### config.mk
export PLATFORM = sky130hd
export DESIGN_NAME = sha256_stream_hasher
export DESIGN_NICKNAME = d
export VERILOG_FILES = /design/src/sv/sha256_pkg.sv /design/src/sv/sha256_datapath.sv /design/src/sv/sha256_ctrl.sv /design/src/sv/sha256_stream_hasher.sv
export SDC_FILE = /design/constraint.sdc
export NUM_CORES = 2
export LEC_CHECK = 0
export BUFFER_PORTS_ARGS = -buffer_cell sky130_fd_sc_hd__buf_2
export CORE_ASPECT_RATIO = 1.5
export CORE_MARGIN = 5
export CORE_UTILIZATION = 49
export CTS_CLUSTER_SIZE = 25
export DETAILED_ROUTE_END_ITERATION = 12
export GPL_TIMING_DRIVEN = 0
export PLACE_DENSITY_LB_ADDON = 0.2
export SLEW_MARGIN = 20
export SYNTH_ARGS = -nofsm -noshare
export SYNTH_HDL_FRONTEND = slang
export SYNTH_SLANG_ARGS = --single-unit
### constraint.sdc
create_clock -name clk_i -period 11.1 [get_ports clk_i]
set_input_delay 0 -clock clk_i [delete_from_list [all_inputs] [get_ports clk_i]]
set_output_delay 0 -clock clk_i [all_outputs]
set_load 0.05 [all_outputs]
### src/sv/sha256_pkg.sv
`timescale 1ns / 1ps
// ----------------------------------------------------------------------------
// SHA-256 package
// Payload types, round constants and initial hash values.
// ----------------------------------------------------------------------------
package sha256_pkg;

  typedef struct packed {
    logic [7:0] data_byte;
    logic       byte_present;
    logic       message_end;
  } in_item_t;

  typedef struct packed {
    logic [31:0] digest_word;
    logic [2:0]  word_index;
    logic        last_word;
  } out_item_t;

  // Controller to datapath commands.
  typedef struct packed {
    logic       wr_byte;     // write wr_data at wr_addr
    logic [5:0] wr_addr;
    logic [7:0] wr_data;
    logic       start;       // load working vars, round 0
    logic       round;       // advance one round
    logic       finish;      // add working vars into hash
    logic       init;        // reload initial hash
  } dp_cmd_t;

  localparam logic [31:0] RoundK [64] = '{
    32'h428a2f98, 32'h71374491, 32'hb5c0fbcf, 32'he9b5dba5,
    32'h3956c25b, 32'h59f111f1, 32'h923f82a4, 32'hab1c5ed5,
    32'hd807aa98, 32'h12835b01, 32'h243185be, 32'h550c7dc3,
    32'h72be5d74, 32'h80deb1fe, 32'h9bdc06a7, 32'hc19bf174,
    32'he49b69c1, 32'hefbe4786, 32'h0fc19dc6, 32'h240ca1cc,
    32'h2de92c6f, 32'h4a7484aa, 32'h5cb0a9dc, 32'h76f988da,
    32'h983e5152, 32'ha831c66d, 32'hb00327c8, 32'hbf597fc7,
    32'hc6e00bf3, 32'hd5a79147, 32'h06ca6351, 32'h14292967,
    32'h27b70a85, 32'h2e1b2138, 32'h4d2c6dfc, 32'h53380d13,
    32'h650a7354, 32'h766a0abb, 32'h81c2c92e, 32'h92722c85,
    32'ha2bfe8a1, 32'ha81a664b, 32'hc24b8b70, 32'hc76c51a3,
    32'hd192e819, 32'hd6990624, 32'hf40e3585, 32'h106aa070,
    32'h19a4c116, 32'h1e376c08, 32'h2748774c, 32'h34b0bcb5,
    32'h391c0cb3, 32'h4ed8aa4a, 32'h5b9cca4f, 32'h682e6ff3,
    32'h748f82ee, 32'h78a5636f, 32'h84c87814, 32'h8cc70208,
    32'h90befffa, 32'ha4506ceb, 32'hbef9a3f7, 32'hc67178f2
  };

  localparam logic [31:0] InitHash [8] = '{
    32'h6a09e667, 32'hbb67ae85, 32'h3c6ef372, 32'ha54ff53a,
    32'h510e527f, 32'h9b05688c, 32'h1f83d9ab, 32'h5be0cd19
  };

  localparam logic [7:0] PadMarker = 8'h80;

endpackage

### src/sv/sha256_datapath.sv
`timescale 1ns / 1ps
// ----------------------------------------------------------------------------
// SHA-256 datapath
// Block bytes written in place into the 16-word rolling schedule, one
// compression round per cycle.
// ----------------------------------------------------------------------------
module sha256_datapath (
  input  logic                clk_i,
  input  logic                rst_ni,
  input  sha256_pkg::dp_cmd_t cmd_i,
  input  logic [5:0]          round_idx_i,
  input  logic [2:0]          hash_sel_i,
  output logic [31:0]         hash_word_o
);

  function automatic logic [31:0] rotr(input logic [31:0] v, input int n);
    rotr = (v >> n) | (v << (32 - n));
  endfunction

  logic [31:0] w_q [16];
  logic [31:0] r_q [8];
  logic [31:0] hash_q [8];

  logic [31:0] w_cur, w_new, x, y, s0, s1;
  logic [31:0] big1, ch, t1, big0, maj, t2;

  always_comb begin
    x     = w_q[1];
    y     = w_q[14];
    s0    = rotr(x, 7) ^ rotr(x, 18) ^ (x >> 3);
    s1    = rotr(y, 17) ^ rotr(y, 19) ^ (y >> 10);
    w_new = w_q[0] + s0 + w_q[9] + s1;
    w_cur = w_q[0];
    big1  = rotr(r_q[4], 6) ^ rotr(r_q[4], 11) ^ rotr(r_q[4], 25);
    ch    = (r_q[4] & r_q[5]) ^ (~r_q[4] & r_q[6]);
    t1    = r_q[7] + big1 + ch + sha256_pkg::RoundK[round_idx_i] + w_cur;
    big0  = rotr(r_q[0], 2) ^ rotr(r_q[0], 13) ^ rotr(r_q[0], 22);
    maj   = (r_q[0] & r_q[1]) ^ (r_q[0] & r_q[2]) ^ (r_q[1] & r_q[2]);
    t2    = big0 + maj;
  end

  // Schedule words double as the block buffer: bytes land big-endian in
  // place, and every byte of a block is rewritten before its rounds start.
  always_ff @(posedge clk_i) begin
    if (cmd_i.round) begin
      for (int i = 0; i < 15; i++) w_q[i] <= w_q[i+1];
      w_q[15] <= w_new;
      r_q[7] <= r_q[6];
      r_q[6] <= r_q[5];
      r_q[5] <= r_q[4];
      r_q[4] <= r_q[3] + t1;
      r_q[3] <= r_q[2];
      r_q[2] <= r_q[1];
      r_q[1] <= r_q[0];
      r_q[0] <= t1 + t2;
    end else begin
      if (cmd_i.wr_byte) begin
        w_q[cmd_i.wr_addr[5:2]][{~cmd_i.wr_addr[1:0], 3'b000} +: 8] <= cmd_i.wr_data;
      end
      if (cmd_i.start) begin
        for (int i = 0; i < 8; i++) r_q[i] <= hash_q[i];
      end
    end
  end

  always_ff @(posedge clk_i or negedge rst_ni) begin
    if (!rst_ni) begin
      for (int i = 0; i < 8; i++) hash_q[i] <= sha256_pkg::InitHash[i];
    end else if (cmd_i.init) begin
      for (int i = 0; i < 8; i++) hash_q[i] <= sha256_pkg::InitHash[i];
    end else if (cmd_i.finish) begin
      for (int i = 0; i < 8; i++) hash_q[i] <= hash_q[i] + r_q[i];
    end
  end

  assign hash_word_o = hash_q[hash_sel_i];

endmodule

### src/sv/sha256_ctrl.sv
`timescale 1ns / 1ps
// ----------------------------------------------------------------------------
// SHA-256 controller
// Byte intake, padding sequencer, round counter and digest output register.
// ----------------------------------------------------------------------------
module sha256_ctrl (
  input  logic                   clk_i,
  input  logic                   rst_ni,
  input  logic                   in_valid_i,
  output logic                   in_ready_o,
  input  sha256_pkg::in_item_t   in_data_i,
  output logic                   out_valid_o,
  input  logic                   out_ready_i,
  output sha256_pkg::out_item_t  out_data_o,
  output sha256_pkg::dp_cmd_t    cmd_o,
  output logic [5:0]             round_idx_o,
  output logic [2:0]             hash_sel_o,
  input  logic [31:0]            hash_word_i
);

  typedef enum logic [2:0] {
    StIdle, StRound, StAdd, StPadZero, StPadLen, StEmit
  } state_e;

  state_e      state_q, state_d;
  logic [5:0]  fill_q, fill_d;
  logic [60:0] count_q, count_d;
  logic [5:0]  rnd_q, rnd_d;
  logic        ending_q, ending_d;   // message end pending
  logic        padding_q, padding_d; // message finishing, digest not emitted
  logic        last_q, last_d;       // compression in flight is the final one
  logic [2:0]  sel_q, sel_d;
  logic        ov_q, ov_d;
  sha256_pkg::out_item_t od_q, od_d;
  logic [63:0] len_bits;
  logic        take;

  assign in_ready_o  = (state_q == StIdle);
  assign take        = in_valid_i && in_ready_o;
  assign len_bits    = {count_q, 3'b000};
  assign round_idx_o = rnd_q;
  assign hash_sel_o  = sel_q;
  assign out_valid_o = ov_q;
  assign out_data_o  = od_q;

  always_comb begin
    state_d   = state_q;
    fill_d    = fill_q;
    count_d   = count_q;
    rnd_d     = rnd_q;
    ending_d  = ending_q;
    padding_d = padding_q;
    last_d    = last_q;
    sel_d     = sel_q;
    ov_d      = ov_q;
    od_d      = od_q;
    cmd_o     = '0;
    unique case (state_q)
      StIdle: begin
        if (take) begin
          ending_d  = in_data_i.message_end;
          padding_d = in_data_i.message_end;
          if (in_data_i.byte_present) begin
            cmd_o.wr_byte = 1'b1;
            cmd_o.wr_addr = fill_q;
            cmd_o.wr_data = in_data_i.data_byte;
            fill_d        = fill_q + 6'd1;
            count_d       = count_q + 61'd1;
            if (fill_q == 6'd63) begin
              cmd_o.start = 1'b1;
              last_d      = 1'b0;
              rnd_d       = '0;
              state_d     = StRound;
            end else if (in_data_i.message_end) begin
              state_d = StPadZero;
              fill_d  = fill_q + 6'd1;
            end
          end else if (in_data_i.message_end) begin
            state_d = StPadZero;
          end
          // Marker goes in on first pad cycle; fill_d marks its slot.
        end
      end
      StPadZero: begin
        // First visit: marker at fill_q; zeros to byte 55, or 63 then 0..55.
        cmd_o.wr_byte = 1'b1;
        cmd_o.wr_addr = fill_q;
        cmd_o.wr_data = ending_q ? sha256_pkg::PadMarker : 8'h00;
        ending_d      = 1'b0;
        fill_d        = fill_q + 6'd1;
        if (fill_q == 6'd63) begin
          cmd_o.start = 1'b1;
          last_d      = 1'b0;
          rnd_d       = '0;
          state_d     = StRound;
        end else if (fill_q == 6'd55) begin
          state_d = StPadLen;
        end
      end
      StPadLen: begin
        cmd_o.wr_byte = 1'b1;
        cmd_o.wr_addr = fill_q;
        cmd_o.wr_data = len_bits[8*(6'd63 - fill_q) +: 8];
        fill_d        = fill_q + 6'd1;
        if (fill_q == 6'd63) begin
          cmd_o.start = 1'b1;
          last_d      = 1'b1;
          rnd_d       = '0;
          state_d     = StRound;
        end
      end
      StRound: begin
        cmd_o.round = 1'b1;
        rnd_d       = rnd_q + 6'd1;
        if (rnd_q == 6'd63) state_d = StAdd;
      end
      StAdd: begin
        cmd_o.finish = 1'b1;
        if (last_q) begin
          sel_d   = '0;
          state_d = StEmit;
        end else if (padding_q) begin
          // Padding still to do (marker pending, or zeros and length remain).
          state_d = StPadZero;
        end else begin
          state_d = StIdle;
        end
      end
      StEmit: begin
        if (!ov_q || out_ready_i) begin
          ov_d             = 1'b1;
          od_d.digest_word = hash_word_i;
          od_d.word_index  = sel_q;
          od_d.last_word   = (sel_q == 3'd7);
          sel_d            = sel_q + 3'd1;
          if (sel_q == 3'd7) begin
            cmd_o.init = 1'b1;
            fill_d     = '0;
            count_d    = '0;
            padding_d  = 1'b0;
            state_d    = StIdle;
          end
        end
      end
      default: state_d = StIdle;
    endcase
    if (state_q != StEmit && ov_q && out_ready_i) ov_d = 1'b0;
  end

  always_ff @(posedge clk_i or negedge rst_ni) begin
    if (!rst_ni) begin
      state_q   <= StIdle;
      fill_q    <= '0;
      count_q   <= '0;
      rnd_q     <= '0;
      ending_q  <= 1'b0;
      padding_q <= 1'b0;
      last_q    <= 1'b0;
      sel_q     <= '0;
      ov_q      <= 1'b0;
      od_q      <= '0;
    end else begin
      state_q   <= state_d;
      fill_q    <= fill_d;
      count_q   <= count_d;
      rnd_q     <= rnd_d;
      ending_q  <= ending_d;
      padding_q <= padding_d;
      last_q    <= last_d;
      sel_q     <= sel_d;
      ov_q      <= ov_d;
      od_q      <= od_d;
    end
  end

endmodule

### src/sv/sha256_stream_hasher.sv
`timescale 1ns / 1ps
// ----------------------------------------------------------------------------
// SHA-256 stream hasher
// Hashes a byte stream; emits the eight digest words on message end.
// ----------------------------------------------------------------------------
// Channel | Direction | Handshake              | Payload
// in      | input     | in_valid_i/in_ready_o  | in_data_i  (byte, present, end)
// out     | output    | out_valid_o/out_ready_i| out_data_o (word, index, last)
//
// A byte that neither fills the block nor ends the message keeps intake
// ready. The 64th byte of a block starts the compression: rounds in the
// single round unit, then an add. Message end writes padding one byte per
// cycle, pausing to compress a full block (one or two compressions in all);
// then eight digest words leave through one output register (one per cycle
// when the sink takes them). Input is held off while any of this runs.
// Reset loads the initial hash and clears counts; no clearing pass.
// ----------------------------------------------------------------------------
module sha256_stream_hasher (
  input  logic                  clk_i,
  input  logic                  rst_ni,
  input  logic                  in_valid_i,
  output logic                  in_ready_o,
  input  sha256_pkg::in_item_t  in_data_i,
  output logic                  out_valid_o,
  input  logic                  out_ready_i,
  output sha256_pkg::out_item_t out_data_o
);

  sha256_pkg::dp_cmd_t cmd;
  logic [5:0]          round_idx;
  logic [2:0]          hash_sel;
  logic [31:0]         hash_word;

  // Sequence intake, padding, rounds and digest output.
  sha256_ctrl u_ctrl (
    .clk_i       (clk_i),
    .rst_ni      (rst_ni),
    .in_valid_i  (in_valid_i),
    .in_ready_o  (in_ready_o),
    .in_data_i   (in_data_i),
    .out_valid_o (out_valid_o),
    .out_ready_i (out_ready_i),
    .out_data_o  (out_data_o),
    .cmd_o       (cmd),
    .round_idx_o (round_idx),
    .hash_sel_o  (hash_sel),
    .hash_word_i (hash_word)
  );

  // Hold the block, schedule and hash state; run one round per cycle.
  sha256_datapath u_datapath (
    .clk_i       (clk_i),
    .rst_ni      (rst_ni),
    .cmd_i       (cmd),
    .round_idx_i (round_idx),
    .hash_sel_i  (hash_sel),
    .hash_word_o (hash_word)
  );

endmodule
==> Word-level counts from Yosys, hierarchy flattened <==
Memory sizes are Yosys's and may differ from the RTL's.
Cells that the tools add are included.
Widths: inputs -> output; s select.
{ "word_totals": {"ff_bits": 375, "ram_bits": 768, "romBits": 2048, "input_bits": 14, "elab_cells": 214, "memories": 3} }
{ "mem_list": {"columns": ["name", "depth", "word_bits", "read_ports", "rd_clocked_by_memory_dff", "write_ports", "line", "text"], "rows": [
  ["(name not given)", 64, 32, 1, 0, 0, "sha256_datapath.sv:36", "t1 = r_q[7] + big1 + ch + sha256_pkg::RoundK[round_idx_i] + w_cur;"],
  ["u_datapath.w_q", 16, 32, 16, 0, 16, "sha256_datapath.sv:20", "logic [31:0] w_q [16];"],
  ["u_datapath.r_q", 8, 32, 8, 0, 8, "sha256_datapath.sv:21", "logic [31:0] r_q [8];"]
]} }
{ "classes": {"add_sub_neg": 24, "magnitude_cmp": 2, "n_eq_ne": 18, "shift": 3, "muxes": 79, "bitwise": 38, "reduce_logical": 27} }
{ "ops": {"columns": ["operator", "n"], "rows": [
  ["$add 32x32->32", 18],
  ["$mux 256", 2],
  ["$mux 32", 15],
  ["$xor 32x32->32", 9],
  ["$mux 61", 4],
  ["$and 32x32->32", 5],
  ["$pmux 61 s2", 1],
  ["$bmux 32 s3", 1],
  ["$shiftx 64x33->8", 1],
  ["$add 61x1->61 const B", 1],
  ["$pmux 16 s3", 1],
  ["$mux 6", 7],
  ["$mux 3", 13],
  ["$pmux 6 s3", 2],
  ["$mux 16", 2],
  ["$not 32->32", 1],
  ["$or 10x32->32", 1],
  ["$or 13x32->32", 1],
  ["$or 14x32->32", 1],
  ["$or 15x32->32", 1],
  ["$or 19x32->32", 1],
  ["$or 21x32->32", 1],
  ["$or 25x32->32", 1],
  ["$or 26x32->32", 1],
  ["45 further kinds", 100]
]} }

==> Depth between registers and ports, before layout <==
{ "depth": {"depth_word": 11, "mapped_depth": 44} }

==> Modules after synthesis <==
Synthesis repeated with hierarchy kept, for this count alone.
{ "unflattened": {"cells_unflattened": 8136, "area_unflattened_um2": 77753.3} }
{ "by_module_without_submodules": {"columns": ["module", "n_inst", "cells_per_inst", "area_each_um2", "seq_area_each_um2"], "rows": [
  ["sha256_datapath", 1, 7499, 71270.9, 29638.4],
  ["sha256_ctrl", 1, 637, 6482.5, 2977.9]
]} }

==> Least setup slack after synthesis <==
OpenSTA, ideal clock, no wires.
{ "synth_path": {"kind": "register to register", "start": "register u_ctrl.rnd_q[1], in the netlist u_ctrl.round_idx_o[1]", "end": "memory u_datapath.r_q[0][31] (data pin)", "setup_time_ns": 0.270, "t_arrival_ns": 8.629, "t_required_ns": 10.830, "slack_ns": 2.201, "path_stages_with_launch": 42, "synth_period_minus_slack_ns": 8.899, "path_cell_list": "dfrtp_1 clkinv_1 ha_1 clkbuf_1 and2_1 nor3_1 a211o_1 a31oi_1 fa_1 inv_1 fa_1 fa_1 inv_1 ha_1 fa_1 a211oi_1 nor2_1 o22ai_1 [6 not listed] a21o_1 a21o_1 xnor2_1 fa_1 inv_1 ha_1 o21ai_0 nand2b_1 a41oi_1 o2111ai_1 a31o_1 a21o_1 a32oi_1 o21ai_1 a21oi_1 xnor2_1 xnor2_1 a21oi_1"} }
{ "synth_rtl": {"columns": ["element", "line", "text"], "rows": [
  ["from (decl)", "sha256_ctrl.sv:28", "logic [5:0] rnd_q, rnd_d;"],
  ["from (signal assigned)", "sha256_ctrl.sv:166", "rnd_q <= rnd_d;"],
  ["to (decl)", "sha256_datapath.sv:21", null]
]} }

==> impl_metrics.ini <==
[cells_and_area]
fill_cells = 13900
multiInputGateArea_um2 = 42000
syn2layout_area_growth_pct = 10.0
regArea_um2 = 32600
drive_above_1_share_pct = 10.8
finalNonFillerCells = 10300
nets = 8720

[yosys]
yosysMostFrequentCell = nand2_1
synthCells = 7910
synth_fp_nets = 8520
synth_edf_count = 768
synthFlopType = edfxtp_1
syn_area_per_cell_um2 = 9.74
ys_top_cells_by_area = edfxtp_1 30%, nand2_1 8.1%, dfrtp_1 7.8%
synth_top_area_share_pct = 29.9
ys_top_cells_by_count = 1659 x nand2_1, 768 x edfxtp_1, 538 x a21oi_1, 523 x nor2_1, 487 x o21ai_0
ys_types = 103
yosysWarnings = 0
async_reset_ff_share_pct = 32.8
ys_ff_latch = 1143
seq_area_frac_synth_pct = 42.3
synth_area_um2 = 77000
synth_area_leader_cell = edfxtp_1

[global_routing]
grt_start_max_net_pins = 92
grt_pass1_vias = 64100
antenna_found_initial = 14
grt_usage_pct = 37.4
grt.overflow.total = 0
grt_pass1_wl_mm = 445

[cts]
htree_levels = 3
clk_latency_ps = 830
numCtsBuffers = 117
cts_tree = built
cts.path.max_buffers = 3
cts-root-buf = clkbuf_16
numClockSinks = 1143
clk_pin_slew_ps = 80

[sta]
finalSetupViolCount = 0
period_share_pct = 97.1
tightest_slew_ps = 1290
fin_crit_ps = 10780
finClkSkew_ps = 104
relSlewSlack_pct = 14.3
finalHoldViolCount = 0
rsz0062_at_grt = false
slew_violations = 0
fin_worst_hold_slack_ps = 167
fmax_mhz = 92.8

[setup_path]
cp.required_ps = 11570
r2r_start = u_ctrl.round_idx_o[2]$_DFFE_PN0P_
critical_path_class = flip-flop to flip-flop
cp-end-kind = flip-flop
worstPathArrival_ps = 11240
critPathMaxStageDelay_ps = 820
cpMaxStageDelayCell = clkbuf_1
path_max_fanout = 16
critPathLaunchType = flip-flop
crit_top_cell = fa_1
worstSetupStartpoint = u_ctrl.round_idx_o[2]$_DFFE_PN0P_

[floorplan]
die_x_um = 334
core-area_um2 = 157000
die_h_um = 496
initial_core_util_pct = 49.2
rows = 178
io_pins = 52
dieArea_um2 = 165000

[drt]
drt-total-wl_mm = 317
vias_per_cell = 6.18
drt_first_iter_violations = 5309
ant_nets = 0
post-route-drc-count = 0
vias = 63600
post_drt_wl_per_cell_um = 30.8
drt-pass1-iter-count = 12

[status]
run_status = complete, no violations

[placement]
place_inst = 10100
dp_hpwl_mm = 250
port_buffers = 51
gp_congestion = 1.07

[hold_path]
min_path_type = input pin to flip-flop
min_from = in_data_i[4]

[run]
maxCapViolCount = 0
## metal layers
layer | track usage, % | up-vias | routed length (um)
met5 | 0 | - | 58
li1 | - | 28200 | -
met2 | 64.9 | 3048 | 155000
met3 | 6.80 | 1299 | 20100
met4 | 39.3 | 8 | 42100
met1 | 36.2 | 31100 | 100000
## critical path, delay by kind of cell, from the launching register on
family | cells | cell delay (ps)
fa+ha+maj | 7 | 3120
mux | 1 | 490
compound gates | 15 | 3140
flops | 1 | 550
buf+inv | 5 | 1190
simple gates | 8 | 1330
xor+xnor | 3 | 650
## sequential cells by signal, indices dropped and copies added, names as in the netlist, 6 cells and up
name and count:
u_datapath.r_q 256, u_datapath.hash_q 256, u_ctrl.round_idx_o 6, u_ctrl.count_q 61
u_ctrl.out_data_o 36, u_ctrl.fill_q 6, u_datapath.w_q 512
## final timing paths
check	to	slack (ps)	depth (start not counted)
setup / recovery	u_datapath.r_q[0][31]$_DFFE_PP_	320	39
hold / removal	u_datapath.w_q[2][26]$_DFFE_PP_	170	6
setup reg to reg	u_datapath.r_q[0][31]$_DFFE_PP_	320	39
hold reg to reg	u_datapath.w_q[5][5]$_DFFE_PP_	490	2
max in group asynchronous	u_datapath.hash_q[221]$_DFFE_PN1P_	9440	6
min in group asynchronous	u_ctrl.state_q[0]$_DFFE_PN0P_	400	4
## stage by stage
stage	area [um^2]	setup slack, ps	TNS [ps]	utilization, %
finish	84800	324	0	54.1
global route	84700	23.7	0	54.1
CTS	84700	31.4	0	54.1
detailed placement	80500	-1160	-7650	51.4
global placement	79900	-1460	-358960	51.0
floorplan	77000	2200	0	-
## cells in the final DEF (no fill, tap or decap), types with 136 or more instances in the layout
cell type	count
xor2_1	254
nand2_1	1659
a21o_1	160
nor2_1	517
xnor2_1	367
clkbuf_1	301
dfstp_2	136
nand3_1	150
a21oi_1	531
dfrtp_1	237
edfxtp_1	768
fa_1	195
ha_1	401
mux2_2	256
inv_1	273
o21ai_0	467
## logic make-up (layout without fill, tap and decap cells)
| logic type | after synthesis | after routing | synth area share [%] |
|---|---|---|---|
| AOI/OAI and AO/OA | 1694 | 1694 | 13.4 |
| muxes | 405 | 405 | 7.02 |
| and+or+nand+nor | 2761 | 2761 | 15.0 |
| xor gates and xnor gates | 624 | 624 | 7.09 |
| other | 0 | 15 | 0 |
| DFF | 1143 | 1143 | 42.3 |
| adders and majority gates | 618 | 618 | 11.9 |
| buffers and inverters | 665 | 964 | 3.29 |
## timing repair
action	in CTS	in global routing
endpoints found under the hold margin	143	0
resized for setup	12	26
hold buffers	8	0
buffers inserted	0	3
pin swaps	0	0
endpoints found under the setup margin	14	6
## layout make-up
| type | count | area share (%) |
|---|---|---|
| multi-input cells | 6102 | 49.5 |
| flip-flops and latches | 1143 | 38.5 |
| clock buffers | 144 | 3.69 |
| well taps | 2070 | 3.05 |
| plain buffers | 384 | 1.84 |
| inverters | 278 | 1.25 |
| clock inverters | 74 | 1.11 |
| repair buffers | 84 | 1.01 |
| diodes | 15 | 0.0443 |
Power is not shown: default switching activity piles up to over one toggle a cycle in this logic, so the estimate is an artifact.
